[config.mk]
export PLATFORM = sky130hd
export DESIGN_NAME = glyph_tile_color_generator
export DESIGN_NICKNAME = d
export VERILOG_FILES = /design/src/hw/rtl/gtcg_pkg.sv /design/src/hw/rtl/gtcg_cfg_regs.sv /design/src/hw/rtl/glyph_tile_color_generator.sv
export VERILOG_INCLUDE_DIRS = /design/src /design/src/hw/rtl
export SDC_FILE = /design/constraint.sdc
export NUM_CORES = 1
export LEC_CHECK = 0
export BUFFER_PORTS_ARGS = -buffer_cell sky130_fd_sc_hd__buf_2
export CAP_MARGIN = 20
export CORE_ASPECT_RATIO = 1.1
export CORE_MARGIN = 5
export CORE_UTILIZATION = 45
export DETAILED_ROUTE_END_ITERATION = 8
export PLACE_DENSITY_LB_ADDON = 0.08
export SLEW_MARGIN = 20
export SYNTH_ARGS = -nofsm -noshare
export SYNTH_HDL_FRONTEND = slang
export SYNTH_SLANG_ARGS = --single-unit
[constraint.sdc]
create_clock -name clk -period 9.4 [get_ports clk]
set_input_delay 1.88 -clock clk [delete_from_list [all_inputs] [get_ports clk]]
set_output_delay 1.88 -clock clk [all_outputs]
set_load 0.03 [all_outputs]
[src/hw/rtl/glyph_tile_color_generator_defines.svh]
`ifndef GLYPH_TILE_COLOR_GENERATOR_DEFINES_SVH
`define GLYPH_TILE_COLOR_GENERATOR_DEFINES_SVH

// Same-cycle implication, sampled on clk and ignored while rst_n is low.
`define GTCG_ASSERT_NOW(lbl, ante, cons, msg) \
  lbl: assert property (@(posedge clk) disable iff (!rst_n) (ante) |-> (cons)) \
    else $error(msg);

// Next-cycle implication, sampled on clk and ignored while rst_n is low.
`define GTCG_ASSERT_NEXT(lbl, ante, cons, msg) \
  lbl: assert property (@(posedge clk) disable iff (!rst_n) (ante) |=> (cons)) \
    else $error(msg);

`endif

[src/hw/rtl/gtcg_pkg.sv]
`timescale 1ns / 1ps

package gtcg_pkg;

  localparam int GlyphCount    = 14;
  localparam int GlyphSize     = 5;
  localparam int VarCount      = 100;
  localparam int ShadeCount    = 192;
  localparam int CfgAddrW      = 5;
  localparam int CfgDataW      = 32;

  localparam logic [7:0] ShadeAlpha     = 8'b1011_1111;
  localparam logic [7:0] ContrastBg     = 8'b1100_0000;
  localparam logic [7:0] ContrastNumLow = 8'b1111_1111;
  localparam logic [7:0] ContrastNumHi  = 8'b1100_0000;
  localparam logic [7:0] ContrastOrn    = 8'b1100_0001;
  localparam logic [4:0] ShadeFromSlot  = 5'd8;
  localparam logic [9:0] GlyphStep      = 10'd17;
  localparam logic [9:0] SlotStep       = 10'd19;

  localparam logic [7:0] BgReset        = 8'd192;
  localparam logic [7:0] NumReset       = 8'd202;
  localparam logic [7:0] OrnReset       = 8'd226;

  typedef enum logic [1:0] {
    CODE_BG  = 2'd0,
    CODE_NUM = 2'd1,
    CODE_ORN = 2'd2
  } tile_code_t;

  typedef enum logic [2:0] {
    REG_BG_COLOR  = 3'd0,
    REG_NUM_COLOR = 3'd1,
    REG_ORN_COLOR = 3'd2,
    REG_NUM_VAR   = 3'd3,
    REG_ORN_VAR   = 3'd4,
    REG_CONTRAST  = 3'd5
  } cfg_reg_t;

  typedef struct packed {
    logic [7:0] bg_color;
    logic [7:0] number_color;
    logic [7:0] ornament_color;
    logic       number_variation_on;
    logic       ornament_variation_on;
    logic       contrast_mode;
  } gtcg_cfg_t;

  // One glyph row; column 0 is the leftmost two bits of each literal.
  typedef logic [0:GlyphSize-1][1:0] font_row_t;

  localparam font_row_t FONT_ROM [GlyphCount][GlyphSize] = '{
    '{10'b01_01_01_01_01, 10'b01_00_00_00_01, 10'b01_00_10_00_01,
      10'b01_00_00_00_01, 10'b01_01_01_01_01},
    '{10'b10_10_00_01_01, 10'b00_00_00_00_01, 10'b10_10_10_00_01,
      10'b00_00_00_00_01, 10'b10_10_10_00_01},
    '{10'b01_01_01_01_01, 10'b00_00_00_00_01, 10'b01_01_01_01_01,
      10'b01_00_00_00_00, 10'b01_01_01_01_01},
    '{10'b01_01_01_01_01, 10'b00_00_00_00_01, 10'b00_01_01_01_01,
      10'b00_00_00_00_01, 10'b01_01_01_01_01},
    '{10'b01_00_10_00_01, 10'b01_00_00_00_01, 10'b01_01_01_01_01,
      10'b00_00_00_00_01, 10'b10_10_10_00_01},
    '{10'b01_01_01_01_01, 10'b01_00_00_00_00, 10'b01_01_01_01_01,
      10'b00_00_00_00_01, 10'b01_01_01_01_01},
    '{10'b01_01_01_01_01, 10'b01_00_00_00_00, 10'b01_01_01_01_01,
      10'b01_00_00_00_01, 10'b01_01_01_01_01},
    '{10'b01_01_01_01_01, 10'b00_00_00_00_01, 10'b10_00_10_00_01,
      10'b10_00_10_00_01, 10'b10_00_10_00_01},
    '{10'b01_01_01_01_01, 10'b01_00_00_00_01, 10'b01_01_01_01_01,
      10'b01_00_00_00_01, 10'b01_01_01_01_01},
    '{10'b01_01_01_01_01, 10'b01_00_00_00_01, 10'b01_01_01_01_01,
      10'b00_00_00_00_01, 10'b01_01_01_01_01},
    '{10'b10_10_10_10_10, 10'b00_00_00_00_00, 10'b10_10_10_10_10,
      10'b00_00_00_00_00, 10'b10_10_10_10_10},
    '{10'b10_00_10_00_10, 10'b10_00_10_00_10, 10'b10_00_10_00_10,
      10'b10_00_10_00_10, 10'b10_00_10_00_10},
    '{10'b01_01_01_01_01, 10'b00_00_00_00_00, 10'b01_01_01_01_01,
      10'b00_00_00_00_00, 10'b01_01_01_01_01},
    '{10'b01_00_01_00_01, 10'b01_00_01_00_01, 10'b01_00_01_00_01,
      10'b01_00_01_00_01, 10'b01_00_01_00_01}
  };

  localparam logic [7:0] VAR_ROM [VarCount] = '{
    8'h00, 8'h10, 8'h04, 8'h10, 8'h00, 8'h11, 8'h10, 8'h00, 8'h05, 8'h10,
    8'h01, 8'h00, 8'h00, 8'h14, 8'h11, 8'h00, 8'h11, 8'h05, 8'h11, 8'h14,
    8'h00, 8'h11, 8'h05, 8'h00, 8'h01, 8'h04, 8'h14, 8'h14, 8'h01, 8'h14,
    8'h11, 8'h01, 8'h15, 8'h15, 8'h10, 8'h00, 8'h14, 8'h11, 8'h14, 8'h04,
    8'h14, 8'h15, 8'h11, 8'h11, 8'h15, 8'h10, 8'h10, 8'h00, 8'h10, 8'h01,
    8'h01, 8'h00, 8'h14, 8'h00, 8'h14, 8'h14, 8'h01, 8'h05, 8'h10, 8'h10,
    8'h01, 8'h10, 8'h00, 8'h01, 8'h00, 8'h14, 8'h04, 8'h01, 8'h10, 8'h10,
    8'h01, 8'h01, 8'h05, 8'h15, 8'h00, 8'h10, 8'h01, 8'h01, 8'h10, 8'h00,
    8'h04, 8'h10, 8'h14, 8'h10, 8'h14, 8'h04, 8'h15, 8'h15, 8'h10, 8'h15,
    8'h05, 8'h01, 8'h14, 8'h14, 8'h00, 8'h00, 8'h01, 8'h11, 8'h05, 8'h14
  };

  localparam logic [7:0] SHADE_ROM [ShadeCount] = '{
    8'd192, 8'd192, 8'd192, 8'd192, 8'd192, 8'd192, 8'd192, 8'd192,
    8'd192, 8'd192, 8'd192, 8'd192, 8'd192, 8'd192, 8'd192, 8'd192,
    8'd192, 8'd192, 8'd192, 8'd192, 8'd192, 8'd192, 8'd192, 8'd192,
    8'd192, 8'd192, 8'd192, 8'd192, 8'd192, 8'd192, 8'd192, 8'd192,
    8'd192, 8'd192, 8'd192, 8'd192, 8'd192, 8'd192, 8'd192, 8'd192,
    8'd192, 8'd192, 8'd192, 8'd192, 8'd192, 8'd192, 8'd192, 8'd192,
    8'd192, 8'd192, 8'd192, 8'd192, 8'd192, 8'd192, 8'd192, 8'd192,
    8'd192, 8'd192, 8'd192, 8'd192, 8'd192, 8'd192, 8'd192, 8'd192,
    8'd192, 8'd192, 8'd192, 8'd193, 8'd192, 8'd192, 8'd192, 8'd193,
    8'd192, 8'd192, 8'd192, 8'd193, 8'd196, 8'd196, 8'd196, 8'd197,
    8'd192, 8'd192, 8'd192, 8'd193, 8'd192, 8'd192, 8'd192, 8'd193,
    8'd192, 8'd192, 8'd192, 8'd193, 8'd196, 8'd196, 8'd196, 8'd197,
    8'd192, 8'd192, 8'd192, 8'd193, 8'd192, 8'd192, 8'd192, 8'd193,
    8'd192, 8'd192, 8'd192, 8'd193, 8'd196, 8'd196, 8'd196, 8'd197,
    8'd208, 8'd208, 8'd208, 8'd209, 8'd208, 8'd208, 8'd208, 8'd209,
    8'd208, 8'd208, 8'd208, 8'd209, 8'd212, 8'd212, 8'd212, 8'd213,
    8'd192, 8'd192, 8'd193, 8'd194, 8'd192, 8'd192, 8'd193, 8'd194,
    8'd196, 8'd196, 8'd197, 8'd198, 8'd200, 8'd200, 8'd201, 8'd202,
    8'd192, 8'd192, 8'd193, 8'd194, 8'd192, 8'd192, 8'd193, 8'd194,
    8'd196, 8'd196, 8'd197, 8'd198, 8'd200, 8'd200, 8'd201, 8'd202,
    8'd208, 8'd208, 8'd209, 8'd210, 8'd208, 8'd208, 8'd209, 8'd210,
    8'd212, 8'd212, 8'd213, 8'd214, 8'd216, 8'd216, 8'd217, 8'd218,
    8'd224, 8'd224, 8'd225, 8'd226, 8'd224, 8'd224, 8'd225, 8'd226,
    8'd228, 8'd228, 8'd229, 8'd230, 8'd232, 8'd232, 8'd233, 8'd234
  };

  // Tiles outside the 5x5 grid or the glyph set read as background.
  function automatic tile_code_t font_code(logic [2:0] col, logic [2:0] row,
                                           logic [3:0] glyph);
    tile_code_t code;
    if (col > 3'd4 || row > 3'd4 || glyph > 4'd13) begin
      code = CODE_BG;
    end else begin
      code = tile_code_t'(FONT_ROM[glyph][row][col]);
    end
    return code;
  endfunction

endpackage

[src/hw/rtl/gtcg_cfg_regs.sv]
`timescale 1ns / 1ps

module gtcg_cfg_regs (
  input  logic                                clk,
  input  logic                                rst_n,
  input  logic                                psel,
  input  logic                                penable,
  input  logic                                pwrite,
  input  logic [gtcg_pkg::CfgAddrW-1:0]       paddr,
  input  logic [gtcg_pkg::CfgDataW-1:0]       pwdata,
  output logic [gtcg_pkg::CfgDataW-1:0]       prdata,
  output logic                                pready,
  output gtcg_pkg::gtcg_cfg_t                 cfg
);
  import gtcg_pkg::*;

  gtcg_cfg_t cfg_r;
  gtcg_cfg_t cfg_nxt;
  cfg_reg_t  reg_sel;
  logic      wr_en;

  assign reg_sel = cfg_reg_t'(paddr[CfgAddrW-1:2]);
  assign wr_en   = psel && penable && pwrite;
  assign pready  = 1'b1;
  assign cfg     = cfg_r;

  always_comb begin
    cfg_nxt = cfg_r;
    if (wr_en) begin
      unique case (reg_sel)
        REG_BG_COLOR:  cfg_nxt.bg_color              = pwdata[7:0];
        REG_NUM_COLOR: cfg_nxt.number_color          = pwdata[7:0];
        REG_ORN_COLOR: cfg_nxt.ornament_color        = pwdata[7:0];
        REG_NUM_VAR:   cfg_nxt.number_variation_on   = pwdata[0];
        REG_ORN_VAR:   cfg_nxt.ornament_variation_on = pwdata[0];
        REG_CONTRAST:  cfg_nxt.contrast_mode         = pwdata[0];
        default:       cfg_nxt = cfg_r;
      endcase
    end
  end

  always_comb begin
    unique case (reg_sel)
      REG_BG_COLOR:  prdata = {24'd0, cfg_r.bg_color};
      REG_NUM_COLOR: prdata = {24'd0, cfg_r.number_color};
      REG_ORN_COLOR: prdata = {24'd0, cfg_r.ornament_color};
      REG_NUM_VAR:   prdata = {31'd0, cfg_r.number_variation_on};
      REG_ORN_VAR:   prdata = {31'd0, cfg_r.ornament_variation_on};
      REG_CONTRAST:  prdata = {31'd0, cfg_r.contrast_mode};
      default:       prdata = '0;
    endcase
  end

  always_ff @(posedge clk) begin
    if (!rst_n) begin
      cfg_r.bg_color              <= BgReset;
      cfg_r.number_color          <= NumReset;
      cfg_r.ornament_color        <= OrnReset;
      cfg_r.number_variation_on   <= 1'b1;
      cfg_r.ornament_variation_on <= 1'b1;
      cfg_r.contrast_mode         <= 1'b0;
    end else begin
      cfg_r <= cfg_nxt;
    end
  end

endmodule

[src/hw/rtl/glyph_tile_color_generator.sv]
`timescale 1ns / 1ps
// An accepted item passes through the stage-one registers and then the out_color register.
// Throughput: one item per cycle; busy is always low, as the two register stages never stall.
// The first stage does the font lookup and the variation index modulo 100.
// The second stage does the variation add, the shadow lookup and the background compare.
// Reset (rst_n low, synchronous) drops all pending items and restores register defaults.
`include "glyph_tile_color_generator_defines.svh"

module glyph_tile_color_generator (
  input  logic                            clk,
  input  logic                            rst_n,
  input  logic                            start,
  output logic                            busy,
  input  logic [2:0]                      in_tile_column,
  input  logic [2:0]                      in_tile_row,
  input  logic [3:0]                      in_glyph,
  input  logic [4:0]                      in_slot_position,
  output logic                            out_valid,
  output logic [7:0]                      out_color,
  input  logic                            psel,
  input  logic                            penable,
  input  logic                            pwrite,
  input  logic [gtcg_pkg::CfgAddrW-1:0]   paddr,
  input  logic [gtcg_pkg::CfgDataW-1:0]   pwdata,
  output logic [gtcg_pkg::CfgDataW-1:0]   prdata,
  output logic                            pready
);
  import gtcg_pkg::*;

  gtcg_cfg_t  cfg;

  logic       accept;
  tile_code_t code_nxt;
  logic [9:0] idx_sum;
  logic [15:0] idx_prod;
  logic [3:0] idx_quot;
  logic [9:0] idx_rem;
  logic [9:0] idx_fix;
  logic [6:0] idx_nxt;

  logic       s1_valid_r;
  tile_code_t s1_code_r;
  logic [6:0] s1_idx_r;
  logic       s1_shaded_r;

  logic [7:0] base_color;
  logic       add_var;
  logic [7:0] var_byte;
  logic [7:0] sum_color;
  logic [7:0] shade_color;
  logic [7:0] out_color_nxt;

  logic       out_valid_r;
  logic [7:0] out_color_r;

  gtcg_cfg_regs u_cfg_regs (
    .clk     (clk),
    .rst_n   (rst_n),
    .psel    (psel),
    .penable (penable),
    .pwrite  (pwrite),
    .paddr   (paddr),
    .pwdata  (pwdata),
    .prdata  (prdata),
    .pready  (pready),
    .cfg     (cfg)
  );

  assign busy   = 1'b0;
  assign accept = start && !busy;

  // Variation index: floor(x / 100) is (x * 41) >> 12 for every x below 1024.
  always_comb begin
    code_nxt = font_code(in_tile_column, in_tile_row, in_glyph);
    idx_sum  = 10'(in_tile_row) * 10'd5 + 10'(in_tile_column)
             + 10'(in_glyph) * GlyphStep + 10'(in_slot_position) * SlotStep;
    idx_prod = 16'(idx_sum) * 16'd41;
    idx_quot = idx_prod[15:12];
    idx_rem  = idx_sum - 10'(idx_quot) * 10'(VarCount);
    idx_fix  = (idx_rem >= 10'(VarCount)) ? idx_rem - 10'(VarCount) : idx_rem;
    idx_nxt  = idx_fix[6:0];
  end

  always_ff @(posedge clk) begin
    if (!rst_n) begin
      s1_valid_r <= 1'b0;
    end else begin
      s1_valid_r <= accept;
    end
  end

  always_ff @(posedge clk) begin
    if (accept) begin
      s1_code_r   <= code_nxt;
      s1_idx_r    <= idx_nxt;
      s1_shaded_r <= in_slot_position >= ShadeFromSlot;
    end
  end

  always_comb begin
    base_color = cfg.bg_color;
    add_var    = 1'b0;
    case (s1_code_r)
      CODE_NUM: begin
        if (cfg.contrast_mode) begin
          base_color = s1_shaded_r ? ContrastNumHi : ContrastNumLow;
        end else begin
          base_color = cfg.number_color;
          add_var    = cfg.number_variation_on;
        end
      end
      CODE_ORN: begin
        if (cfg.contrast_mode) begin
          base_color = ContrastOrn;
        end else begin
          base_color = cfg.ornament_color;
          add_var    = cfg.ornament_variation_on;
        end
      end
      default: begin
        base_color = cfg.contrast_mode ? ContrastBg : cfg.bg_color;
      end
    endcase
    var_byte    = add_var ? VAR_ROM[s1_idx_r] : 8'd0;
    sum_color   = base_color + var_byte;
    shade_color = SHADE_ROM[sum_color & ShadeAlpha];
    if (s1_code_r != CODE_BG && s1_shaded_r && shade_color != cfg.bg_color) begin
      out_color_nxt = shade_color;
    end else begin
      out_color_nxt = sum_color;
    end
  end

  always_ff @(posedge clk) begin
    if (!rst_n) begin
      out_valid_r <= 1'b0;
    end else begin
      out_valid_r <= s1_valid_r;
    end
  end

  always_ff @(posedge clk) begin
    if (s1_valid_r) begin
      out_color_r <= out_color_nxt;
    end
  end

  assign out_valid = out_valid_r;
  assign out_color = out_color_r;

  `GTCG_ASSERT_NEXT(a_accept_to_stage, accept, s1_valid_r, "item did not enter stage one")
  `GTCG_ASSERT_NEXT(a_stage_to_out, s1_valid_r,
                    out_valid_r && out_color_r == $past(out_color_nxt), "stage one item lost")
  `GTCG_ASSERT_NOW(a_idx_range, s1_valid_r, s1_idx_r < 7'(VarCount), "index out of range")
  `GTCG_ASSERT_NOW(a_bg_plain, s1_valid_r && s1_code_r == CODE_BG && !cfg.contrast_mode,
                   out_color_nxt == cfg.bg_color, "background tile not given background color")

endmodule

* After elaboration in Yosys (flattened, before gate mapping)
Memory sizes are Yosys's and may differ from the RTL's.
Cells that the tools add are included.
** Word-level totals
- Memory bits (read-only) :: 3872
- Word-level logic and storage cells :: 87
- Register bits after elaboration :: 47
- Memories :: 3
- Output and inout port bits :: 43
- Input bits :: 58
** Cells by class
- Reduce and logical (&&, ||, !) cells :: 14
- Multiplexer cells :: 24
- Eq/ne operators :: 8
- $add $sub $neg :: 6
- $mul :: 5
- Bitwise gates (word level) :: 5
- Magnitude comparators :: 10
** Memories
- (no name shown) :: depth 256, width 8, rd ports 1, clocked after Yosys merged registers in 0, wr ports 0, RTL line glyph_tile_color_generator.sv:126 : shade_color = SHADE_ROM[sum_color & ShadeAlpha];
- (no name shown) :: depth 128, width 8, rd ports 1, clocked after Yosys merged registers in 0, wr ports 0, RTL line glyph_tile_color_generator.sv:124 : var_byte = add_var ? VAR_ROM[s1_idx_r] : 8'd0;
- (no name shown) :: depth 16, width 50, rd ports 1, clocked after Yosys merged registers in 0, wr ports 0, RTL line gtcg_pkg.sv:130 : code = tile_code_t'(FONT_ROM[glyph][row][col]);
** Operators by type and width (number)
- 2-to-1 mux 50 bit :: 2
- 2-to-1 mux 8 bit :: 9
- case mux 8 bit (6 select lines) :: 1
- binary-select mux 10 bit (select 3 bit) :: 1
- 2-to-1 mux 10 bit :: 2
- multiplier 10 x 6 -> 16 bit, second input constant :: 1
- case mux 8 bit (2 select lines) :: 1
- AND reduction 2 bit :: 6
- adder 10 bit :: 1
- adder 7 x 9 -> 10 bit :: 1
- greater-or-equal comparator 10 x 7 -> 1 bit, second input constant :: 1
- multiplier 5 x 5 -> 10 bit, second input constant :: 1
- subtractor 10 bit :: 1
- greater-or-equal comparator 9 bit, second input constant :: 1
- multiplier 4 x 5 -> 9 bit, second input constant :: 1
- inverter 8 -> 9 bit :: 1
- adder 8 bit :: 1
- greater-or-equal comparator 4 bit, second input constant :: 2
- greater-or-equal comparator 8 bit, second input constant :: 1
- multiplier 4 x 5 -> 8 bit, second input constant :: 1
- inequality test 8 bit :: 1
- inverter 3 -> 4 bit :: 2
- inverter 7 -> 8 bit :: 1
- adder 6 x 3 -> 7 bit :: 1
- other kinds (22) :: 31

* Logic depth before layout (Yosys ltp)
- Depth in word-level cells :: 13
- Gate-level depth with buffers :: 36
- Depth with buffers taken out :: 36

* Cells and area by module
Synthesis repeated with hierarchy kept, for this count alone.
** Second synthesis, totals
- Cells, all modules :: 784
- Area, all modules :: 6646.4 µm²
** By module, submodules not included
- glyph_tile_color_generator :: seq. area each 580.6 µm², area an instance 5084.9 µm², times used 1, cells an instance 613
- gtcg_cfg_regs :: seq. area each 540.5 µm², area an instance 1561.5 µm², times used 1, cells an instance 171

* Least setup slack after synthesis
Ideal clock, no wire load.
- Path type :: in2reg
- Start :: in in_slot_position[2]
- End :: reg s1_idx_r[2] (data pin)
- Setup slack :: -0.361 ns
- Arrival time :: 9.503 ns
- Data required time :: 9.142 ns
- Stages :: 32
- Library setup time :: 0.258 ns
- Buffers on the path :: 0
- Cells stage by stage :: inv_1 > ha_1 > inv_1 > ha_1 > ha_1 > fa_1 > inv_1 > fa_1 > fa_1 > nand2b_1 > nand2b_1 > a21oi_1 > xnor2_1 > fa_1 > ha_1 > ha_1 > a41o_1 > a21o_1 > a2111oi_0 > nor3_1 > a21o_1 > a21oi_1 > xnor2_1 > ha_1 > ha_1 > fa_1 > xor2_1 > xor2_1 > xnor2_1 > o22ai_1 > nand3_1 > xnor2_1
** Between the ends
- Longest elaborated chain between the ends :: 7
- Elaborated cells on any way between the ends :: 8
- Those cells by class :: add/sub: 3; mul: 3; order compare: 1; mux: 1
** Ends and longest elaborated chain
- from (decl) :: RTL line glyph_tile_color_generator.sv:17 : input logic [4:0] in_slot_position,
- multiplier 5 x 5 -> 10 bit * :: RTL line glyph_tile_color_generator.sv:76 : + 10'(in_glyph) * GlyphStep + 10'(in_slot_position) * SlotStep;
- adder 10 bit * :: RTL line glyph_tile_color_generator.sv:76
- multiplier 10 x 6 -> 16 bit :: RTL line glyph_tile_color_generator.sv:77 : idx_prod = 16'(idx_sum) * 16'd41;
- multiplier 4 x 5 -> 8 bit :: RTL line glyph_tile_color_generator.sv:79 : idx_rem = idx_sum - 10'(idx_quot) * 10'(VarCount);
- subtractor 10 bit * :: RTL line glyph_tile_color_generator.sv:79
- greater-or-equal comparator 10 x 7 -> 1 bit / subtractor 7 bit (equally long branches) :: RTL line glyph_tile_color_generator.sv:80 : idx_fix = (idx_rem >= 10'(VarCount)) ? idx_rem - 10'(VarCount) : idx_rem;
- 2-to-1 mux 7 bit * :: RTL line glyph_tile_color_generator.sv:80
- via idx_fix[2] :: RTL line glyph_tile_color_generator.sv:38 : logic [9:0] idx_fix;
- to (signal assigned) :: RTL line glyph_tile_color_generator.sv:95 : s1_idx_r <= idx_nxt;
- to (decl) :: RTL line glyph_tile_color_generator.sv:43 : logic [6:0] s1_idx_r;
The timed path passes the listed nets; every way through them passes the cells marked *.
A chain may end at the register's enable or synchronous reset.

* Worst setup path after layout
- Start :: in in_slot_position[3]
- End :: reg s1_idx_r[6] (data pin)
The elaborated chain is that of the path after synthesis.

==> flow_summary.json <==
{
  "drc": 0,
  "critPathKind": "input port to flip-flop",
  "synth_top_area_cell": "ha_1",
  "synthCells": 762,
  "status": "completed",
  "crit_fanout": 5,
  "hold_viol_final": 0,
  "initial_utilization": 0.462,
  "areaGrowthSynthToFinish_pct": 25.8,
  "path_clk_slew_ns": 0.06,
  "synth.most_common_cell": "ha_1",
  "reg2reg_to": "out_color[4]",
  "rows": 45,
  "grt_pass1_wl_mm": 26.1,
  "whs_endpoint": "u_cfg_regs.cfg[2]",
  "detailedPlace.worstSlack_ns": -0.581,
  "critPathCaptureType": "flip-flop",
  "final_antenna_net_count": 0,
  "numPortBuffers": 48,
  "drt_wl_total_mm": 16.3,
  "fmax_mhz": 109,
  "hp-class": "flip-flop to flip-flop",
  "rsz0062_at_grt": "yes",
  "diodes": 0,
  "slowest_delay_ns": 0.61,
  "ys_seq_area_frac": 0.174,
  "cts_num_sinks": 47,
  "cpMostUsedCell": "ha_4",
  "cts_max_level": 2,
  "hp-start": "u_cfg_regs.cfg[2]",
  "synthTopCellsByCount": "ha_1 (102), inv_1 (69), nor2_1 (57)",
  "ys_ff_latch": 47,
  "die_width_um": 124,
  "place_congestion": 0.899,
  "fin_skew_ns": 0.00955,
  "fin_nets": 1047,
  "cts_tree": "built",
  "start_kind": "input port",
  "grt_antenna_before_repair": 0,
  "synth.distinct_cells": 73,
  "setup_ws_ns": 0.265,
  "crit_required_ns": 9.43,
  "cpLargestDelayFamily": "adder cells",
  "syn_area_per_cell_um2": 8.43,
  "grt.total_usage": 0.189,
  "yosysTopAreaCellShare": 0.199,
  "syn_area_um2": 6430,
  "dr.pass1.iters": 5,
  "clk_latency_ns": 0.29,
  "grt_remaining_overflow": 0,
  "clockBufferDepth": 2,
  "drive_gt1_frac": 0.269,
  "placeableCoreArea_um2": 13900,
  "tightest_slew_ns": 1.11,
  "hold_depth": 2,
  "post-route-min-period_ns": 9.14,
  "grt_pass1_vias": 5624,
  "io_pins": 101,
  "cp_slowest_cell": "or4b_2",
  "dieArea_um2": 16800,
  "setup_viol": 0,
  "holdBufCountCts": 0,
  "vias": 5830,
  "maxSlewViolCount": 0,
  "worstPathBufferInverterCount": 5,
  "reg2reg_slack_ns": 4.17,
  "maxCapViolations": 0,
  "die_h_um": 135,
  "dp_hpwl_mm": 12.8,
  "vias_per_cell": 5.53,
  "wl_per_cell_um": 15.5,
  "worst_ep_arrival_time_ns": 9.17,
  "synth_warnings": 0,
  "cts_buffers": 5,
  "ff2ff_path_depth": 16,
  "drtIter0Drc": 231,
  "min_period_over_period": 0.972,
  "final_cells": 1055,
  "fin_hold_ws_ns": 0.500,
  "synthArstFlopShare": 0,
  "placedCellCount": 1039,
  "grt_start_max_net_pins": 30,
  "synth_edf_count": 18,
  "reg2reg_from": "s1_idx_r[0]",
  "synth_ff_type": "dfxtp_1",
  "root_buffer": "clkbuf_16",
  "ys_top_cells_by_area": "ha_1 (20%), dfxtp_1 (9.0%), edfxtp_1 (8.4%), fa_1 (6.5%), mux2i_1 (5.8%)",
  "slew_headroom": 0.259
}
## metal layers
layer	track usage	share of wire	vias to the layer above
met1	0.238	0.42	2772
met5	0	0	-
li1	-	-	2880
met2	0.338	0.52	153
met4	0.0566	0.020	0
met3	0.0180	0.040	25
## cells by family after synthesis
logic type | Yosys count | share of synthesized area
compound gates | 178 | 0.189
xor+xnor | 36 | 0.0512
fa+ha+maj | 123 | 0.264
buf+inv | 125 | 0.0886
flops | 47 | 0.174
mux | 42 | 0.0699
other cells | 2 | 0.00117
simple gates | 209 | 0.161
## worst max path at each step
stage | start | end | slack, ns | cells after the start
floorplan | in_slot_position[4] | s1_idx_r[5] | 0.02 | 32
global placement | in_slot_position[3] | s1_idx_r[2] | -0.48 | 33
detailed placement | in_slot_position[3] | s1_idx_r[2] | -0.58 | 36
CTS | in_slot_position[2] | s1_idx_r[5] | 0.003 | 34
global route | in_tile_row[1] | s1_idx_r[6] | -0.05 | 35
finish | in_slot_position[3] | s1_idx_r[6] | 0.26 | 32
## stage by stage
step | utilization | setup TNS, ns | area, um2
CTS | 0.552 | 0 | 7670
floorplan | - | 0 | 6580
detailed placement | 0.524 | -2.70 | 7290
global route | 0.582 | -0.141 | 8090
global placement | 0.524 | -2.24 | 7290
finish | 0.582 | 0 | 8090
## cell type report
class	instances	area, um2
Inverter	70	263
Timing Repair Buffer	128	870
Multi-Input combinational cell	614	5410
Tap cell	188	235
Sequential cell	47	1120
Clock buffer	7	175
Fill cell	1254	5820
Clock inverter	1	11.3
## worst register-to-register path: stages, from the launching register on
cell and delay [ns]:
edfxtp_1 0.62, inv_1 0.13, ha_1 0.29, o41ai_1 0.48
nor2_1 0.08, o21ai_0 0.15, o31ai_1 0.08, o311ai_0 0.31
a21oi_1 0.16, ha_1 0.36, a41o_1 0.28, o211a_2 0.28
or4_4 0.50, and4_1 0.22, or4_1 0.48, o211ai_4 0.18
mux2_2 0.38
## placed cells by master, fill, tap and decap left out, types with 28 or more instances in the layout
cell	synthesis	layout
a21oi_1	42	38
ha_4	0	28
o21ai_0	35	33
inv_1	69	55
nor2_1	57	56
buf_2	2	44
buf_4	26	80
ha_1	102	73
nand2_1	54	54
mux2i_1	37	37
dfxtp_1	29	29
## sequential cells by signal (all words and copies together) (netlist names)
signal,cells
s1_valid_r,1
out_valid,1
s1_idx_r,7
s1_shaded_r,1
s1_code_r,2
u_cfg_regs.cfg,27
out_color,8
## what timing repair did
item                       in CTS  in global routing
gates resized for setup        25                 68
buffers inserted                4                  4
setup endpoints to repair       5                  5
gates cloned                    0                  0
pin swaps                      22                 38
Power is left out: the tool's default activity adds up to more than one toggle a clock period on the data nets, which glitch-free logic cannot reach.
